## config.mk

```make
export PLATFORM = sky130hd
export DESIGN_NAME = qfa_ctrl
export DESIGN_NICKNAME = d
export VERILOG_FILES = /design/src/rtl/core/qfa_pkg.sv /design/src/rtl/core/qfa_ctrl.sv
export SDC_FILE = /design/constraint.sdc
export NUM_CORES = 1
export LEC_CHECK = 0
export BUFFER_PORTS_ARGS = -buffer_cell sky130_fd_sc_hd__buf_2
export CAP_MARGIN = 20
export CORE_UTILIZATION = 40
export CTS_BUF_LIST = sky130_fd_sc_hd__clkbuf_4 sky130_fd_sc_hd__clkbuf_8
export DETAILED_ROUTE_END_ITERATION = 10
export PLACE_DENSITY = 0.73
export SYNTH_ARGS = -nofsm -noshare
export SYNTH_HDL_FRONTEND = slang
export SYNTH_SLANG_ARGS = --single-unit
```

## constraint.sdc

```tcl
create_clock -name clk_i -period 2.1 [get_ports clk_i]
set_input_delay 0.105 -clock clk_i [delete_from_list [all_inputs] [get_ports clk_i]]
set_output_delay 0.105 -clock clk_i [all_outputs]
set_load 0.03 [all_outputs]
```

## src/rtl/core/qfa_pkg.sv

```systemverilog
// Package of the frame aggregator core: word types, codes and sizes.
// Used by every module of the core; depends on nothing.
package qfa_pkg;

  localparam int unsigned MAX_WORKERS       = 16;
  localparam int unsigned TABLE_DEPTH_DEF   = 16;
  localparam int unsigned RESULT_LIMIT      = 16;
  localparam int unsigned CFG_IDX_W         = 3;
  localparam int unsigned CFG_DATA_W        = 16;

  typedef enum logic [1:0] {
    MODE_PARTIAL   = 2'd0,
    MODE_HEARTBEAT = 2'd1,
    MODE_TICK      = 2'd2,
    MODE_FLUSH     = 2'd3
  } mode_e;

  typedef enum logic [2:0] {
    REG_WORKER_COUNT   = 3'd0,
    REG_QUORUM_SIZE    = 3'd1,
    REG_TIMEOUT_TICKS  = 3'd2,
    REG_MAX_PENDING    = 3'd3,
    REG_DEAD_THRESHOLD = 3'd4
  } cfg_reg_e;

  typedef enum logic [1:0] {
    RD_ZERO = 2'd0,
    RD_SCAN = 2'd1,
    RD_CHK  = 2'd2
  } rd_sel_e;

  typedef struct packed {
    logic [1:0]  mode;
    logic [31:0] frame_number;
    logic [3:0]  worker_index;
    logic [62:0] capture_time;
  } in_word_t;

  typedef struct packed {
    logic [31:0] out_frame;
    logic [62:0] out_time;
    logic [15:0] contributor_mask;
    logic [4:0]  contributor_count;
    logic        quorum_ok;
    logic        expired;
    logic [4:0]  alive_workers;
    logic [31:0] released_total;
    logic [31:0] expired_total;
    logic        last;
  } out_word_t;

  typedef struct packed {
    logic    load;
    logic    upd;
    logic    alloc;
    logic    heart;
    logic    age_inc;
    logic    scan_clr;
    logic    scan_inc;
    logic    rel;
    logic    exp;
    logic    push_last;
    rd_sel_e rd_sel;
  } dp_cmd_t;

  typedef struct packed {
    mode_e mode;
    logic  found;
    logic  dup;
    logic  full;
    logic  rd_met;
    logic  rd_expired;
    logic  scan_lt_len;
    logic  over_pending;
    logic  len_nz;
    logic  limit;
    logic  hold_v;
    logic  out_free;
  } dp_status_t;

endpackage

```

## src/rtl/core/qfa_ctrl.sv

```systemverilog
// Controller of the frame aggregator core: sequences each input word.
// Depends on qfa_pkg; drives qfa_datapath through dp_cmd_t.
module qfa_ctrl import qfa_pkg::*; (
  input  logic       clk_i,
  input  logic       rst_ni,
  input  logic       in_valid_i,
  output logic       in_ready_o,
  input  dp_status_t st_i,
  output dp_cmd_t    cmd_o
);

  typedef enum logic [8:0] {
    ST_IDLE  = 9'b000000001,
    ST_EXEC  = 9'b000000010,
    ST_ALLOC = 9'b000000100,
    ST_CHK   = 9'b000001000,
    ST_SCAN  = 9'b000010000,
    ST_TRIM  = 9'b000100000,
    ST_FLUSH = 9'b001000000,
    ST_REL   = 9'b010000000,
    ST_FIN   = 9'b100000000
  } state_e;

  state_e  state_q, state_d, ret_q, ret_d;
  rd_sel_e pos_q, pos_d;
  logic    exp_q, exp_d;

  always_comb begin
    state_d    = state_q;
    ret_d      = ret_q;
    pos_d      = pos_q;
    exp_d      = exp_q;
    cmd_o      = '0;
    cmd_o.rd_sel = RD_ZERO;
    in_ready_o = 1'b0;
    unique case (state_q)
      ST_IDLE: begin
        in_ready_o = 1'b1;
        if (in_valid_i) begin
          cmd_o.load = 1'b1;
          state_d    = ST_EXEC;
        end
      end
      ST_EXEC: begin
        unique case (st_i.mode)
          MODE_PARTIAL: begin
            if (st_i.found) begin
              cmd_o.upd = 1'b1;
              state_d   = st_i.dup ? ST_FIN : ST_CHK;
            end else if (st_i.full) begin
              pos_d   = RD_ZERO;
              exp_d   = 1'b1;
              ret_d   = ST_ALLOC;
              state_d = ST_REL;
            end else begin
              state_d = ST_ALLOC;
            end
          end
          MODE_HEARTBEAT: begin
            cmd_o.heart = 1'b1;
            state_d     = ST_FIN;
          end
          MODE_TICK: begin
            cmd_o.age_inc  = 1'b1;
            cmd_o.scan_clr = 1'b1;
            state_d        = ST_SCAN;
          end
          default: state_d = ST_FLUSH;
        endcase
      end
      ST_ALLOC: begin
        cmd_o.alloc = 1'b1;
        state_d     = ST_CHK;
      end
      ST_CHK: begin
        cmd_o.rd_sel = RD_CHK;
        if (st_i.rd_met) begin
          pos_d   = RD_CHK;
          exp_d   = 1'b0;
          ret_d   = ST_FIN;
          state_d = ST_REL;
        end else begin
          state_d = ST_FIN;
        end
      end
      ST_SCAN: begin
        cmd_o.rd_sel = RD_SCAN;
        if (st_i.limit) begin
          state_d = ST_FIN;
        end else if (!st_i.scan_lt_len) begin
          state_d = ST_TRIM;
        end else if (st_i.rd_expired) begin
          pos_d   = RD_SCAN;
          exp_d   = 1'b1;
          ret_d   = ST_SCAN;
          state_d = ST_REL;
        end else begin
          cmd_o.scan_inc = 1'b1;
        end
      end
      ST_TRIM: begin
        if (!st_i.limit && st_i.over_pending) begin
          pos_d   = RD_ZERO;
          exp_d   = 1'b1;
          ret_d   = ST_TRIM;
          state_d = ST_REL;
        end else begin
          state_d = ST_FIN;
        end
      end
      ST_FLUSH: begin
        if (!st_i.limit && st_i.len_nz) begin
          pos_d   = RD_ZERO;
          exp_d   = 1'b1;
          ret_d   = ST_FLUSH;
          state_d = ST_REL;
        end else begin
          state_d = ST_FIN;
        end
      end
      ST_REL: begin
        cmd_o.rd_sel = pos_q;
        cmd_o.exp    = exp_q;
        if (!st_i.hold_v || st_i.out_free) begin
          cmd_o.rel = 1'b1;
          state_d   = ret_q;
        end
      end
      ST_FIN: begin
        if (!st_i.hold_v) begin
          state_d = ST_IDLE;
        end else if (st_i.out_free) begin
          cmd_o.push_last = 1'b1;
          state_d         = ST_IDLE;
        end
      end
      default: state_d = ST_IDLE;
    endcase
  end

  always_ff @(posedge clk_i or negedge rst_ni) begin
    if (!rst_ni) begin
      state_q <= ST_IDLE;
      ret_q   <= ST_FIN;
      pos_q   <= RD_ZERO;
      exp_q   <= 1'b0;
    end else begin
      state_q <= state_d;
      ret_q   <= ret_d;
      pos_q   <= pos_d;
      exp_q   <= exp_d;
    end
  end

endmodule

```

==> flow_summary.yaml <==
run_status:
  status: "finished with violations"
  failed_checks: "hold timing"
cts:
  clkSinkCount: 16
  numCtsBuffers: 3
  h-tree-depth: 1
  cts_tree: "done"
  clock_path_buffers: 2
  clk_pin_slew_ns: 0.10
  clkLatencyLatePin_ns: 0.30
  cts_root_buf: "clkbuf_4"
setup_path:
  arrival_ns: 2.28
  rrSetupSlack_ns: 0.05
  startpoint_type: "flop"
  cp_max_fo: 7
  endpoint_kind: "flop"
  crit_start: "state_q[6]$_DFFE_PN0P_"
  required_ns: 2.33
  worstSetupPathType: "flop to flop"
  r2r-start: "state_q[6]$_DFFE_PN0P_"
  reg2reg_depth: 6
  r2r-end: "state_q[4]$_DFFE_PN0P_"
finish:
  drive_above_1_share_pct: 41.4
  fin_cells: 200
  area_growth_pct: 24.3
  final_area_mm2: 0.00151
  nets: 186
  diodes: 0
timing:
  fmax_mhz: 489
  holdWs_ns: -0.00585
  worstMarginPinSlew_ns: 0.561
  fin_skew_ns: 0.000779
  relSlewSlack_pct: 62.3
  maxSlewViolCount: 0
  timing.setup.tns_ns: 0
  hold_viol_final: 1
  fin_crit_sh_pct: 97.4
  setup_viol: 0
  rsz0062_at_grt: "false"
  layout_min_cycle_time_ns: 2.05
place:
  port_buffers: 28
  place_area_mm2: 0.00141
  place_congestion: 0.929
  dpl.hpwl_mm: 2.52
  dp.cells: 194
grt:
  track_usage_pct: 21.6
  antenna_found_initial: 0
  grt_max_degree: 17
  grt_pass1_vias: 1160
  grt_pass1_wl_mm: 5.34
  grt-ovfl-total: 0
logic_synthesis:
  synth_edf_count: 0
  synth-main-ff-cell: "dfrtp_1"
  synth_warnings: 0
  post-synth-top-count-cell: "dfrtp_1"
  netlist_area_mm2: 0.00121
  ys_seq_elements: 16
  ys_types: 47
  synth.net_count: 148
  yosysSeqAreaShare_pct: 33.2
  async_reset_ff_share_pct: 100
  postSynthCellCount: 132
  synth_top_area_share_pct: 28.9
  synth_top_area_cell: "dfrtp_1"
  synth_common_cells: "dfrtp_1, inv_1, nand2_1, nor2_1, nor3_1"
  avgSynthCellArea_um2: 9.19
  synth_top_cells_by_area: "dfrtp_1, nor4_4, dfstp_2, nand4_1, nor3_1"
routing:
  dr.pass1.iters: 5
  vias: 1196
  routed_wl_mm: 3.31
  vias_per_cell: 5.98
  ant_nets: 0
  drc: 0
  drt_iter0_drc: 51
  post_drt_wl_per_cell_um: 16.6
floorplan:
  initial_core_util_pct: 43.3
  die_w_um: 57.1
  rows: 19
  die_y_um: 57.1
  die_area_mm2: 0.00326
  coreArea_mm2: 0.00281
  io_pins: 29
min_path:
  hold_start: "st_i[9]"
  min_to: "state_q[3]$_DFFE_PN0P_"
  holdPathStages: 2
  hold_path.class: "input port to flop"
pwr:
  vdd_ir_drop_max_mv: 0.635
  p_leak_nw: 0.708
  power_density_mw_per_mm2: 1060
  power_mw: 1.60
flow_run:
  maxCapViolations: 0
==> worst max-delay path: stages (launching register included) <==
cell	delay [ns]
dfrtp_1	0.42
buf_4	0.19
nor3_2	0.30
nand3b_1	0.18
o31a_1	0.33
a211o_2	0.40
o21ai_1	0.16
==> kinds of logic after synthesis <==
family          after synthesis  share of synthesized area, %
compound gates               23                          13.2
xor+xnor                      4                          2.89
buf+inv                      18                          8.76
flops                        16                          33.2
mux                           4                          4.12
simple gates                 67                          37.8
==> sequential cells by signal (all words and copies together) (netlist names) <==
register  flops
state_q       9
ret_q         4
pos_q         2
exp_q         1
==> layer usage <==
metal / up-vias / routed length, um / track usage [%]
met1: 570 / 1310 / 27.0
met4: 0 / 103 / 11.5
li1: 551 / - / -
met3: 13 / 203 / 2.27
met2: 62 / 1700 / 36.8
met5: - / 0 / 0
==> what timing repair did <==
action / CTS / global route
setup buffers: 0 / 1
pin swaps: 0 / 2
resized for setup: 1 / 12
endpoints found under the setup margin: 4 / 18
hold endpoints to repair: 14 / 0
hold buffers: 1 / 0
==> through the flow <==
stage / util [%] / setup slack, ns
after floorplan: - / 0.0723
after global placement: 50.3 / 0.0860
after detailed placement: 50.3 / 0.0229
after global routing: 53.8 / 0.00408
final: 53.8 / 0.0545
after CTS: 52.0 / 0.00715
==> layout by cell type, fill, tap and decap left out, types with 4 or more instances in the layout <==
| cell | Yosys | routed |
|---|---|---|
| a21oi_1 | 5 | 5 |
| nand4_1 | 6 | 6 |
| and2_1 | 4 | 4 |
| dfrtp_2 | 0 | 4 |
| nor2_1 | 9 | 8 |
| buf_2 | 1 | 28 |
| o21ai_0 | 4 | 4 |
| inv_1 | 9 | 9 |
| nor2b_1 | 5 | 5 |
| buf_4 | 4 | 13 |
| nand2_1 | 9 | 9 |
| dfrtp_1 | 14 | 10 |
| nor3_1 | 7 | 4 |
==> report_power, final <==
group | total [mW] | leakage [nW] | switching, mW | internal [mW]
clock | 0.219 | 0.0210 | 0.113 | 0.106
sequential | 0.485 | 0.202 | 0.0995 | 0.386
combinational | 0.898 | 0.485 | 0.513 | 0.385
==> worst max-delay path by stage <==
stage                             endpoint  cells past startpoint  slack, ns
detailed placement    pos_q[1]$_DFFE_PN0P_                      5       0.02
floorplan                         cmd_o[7]                      5       0.07
finish              state_q[4]$_DFFE_PN0P_                      6       0.05
global route          pos_q[1]$_DFFE_PN0P_                      5      0.004
global placement      pos_q[1]$_DFFE_PN0P_                      5       0.09
CTS                   pos_q[1]$_DFFE_PN0P_                      5      0.007
==> area by class of cell <==
cell class	count	area, um2
Multi-Input combinational cell	98	744
Sequential cell	16	408
Tap cell	31	38.8
Inverter	9	33.8
Clock buffer	4	36.3
Timing Repair Buffer	42	248
Fill cell	265	1300
No activity file was read; power rests on OpenSTA's default activity.
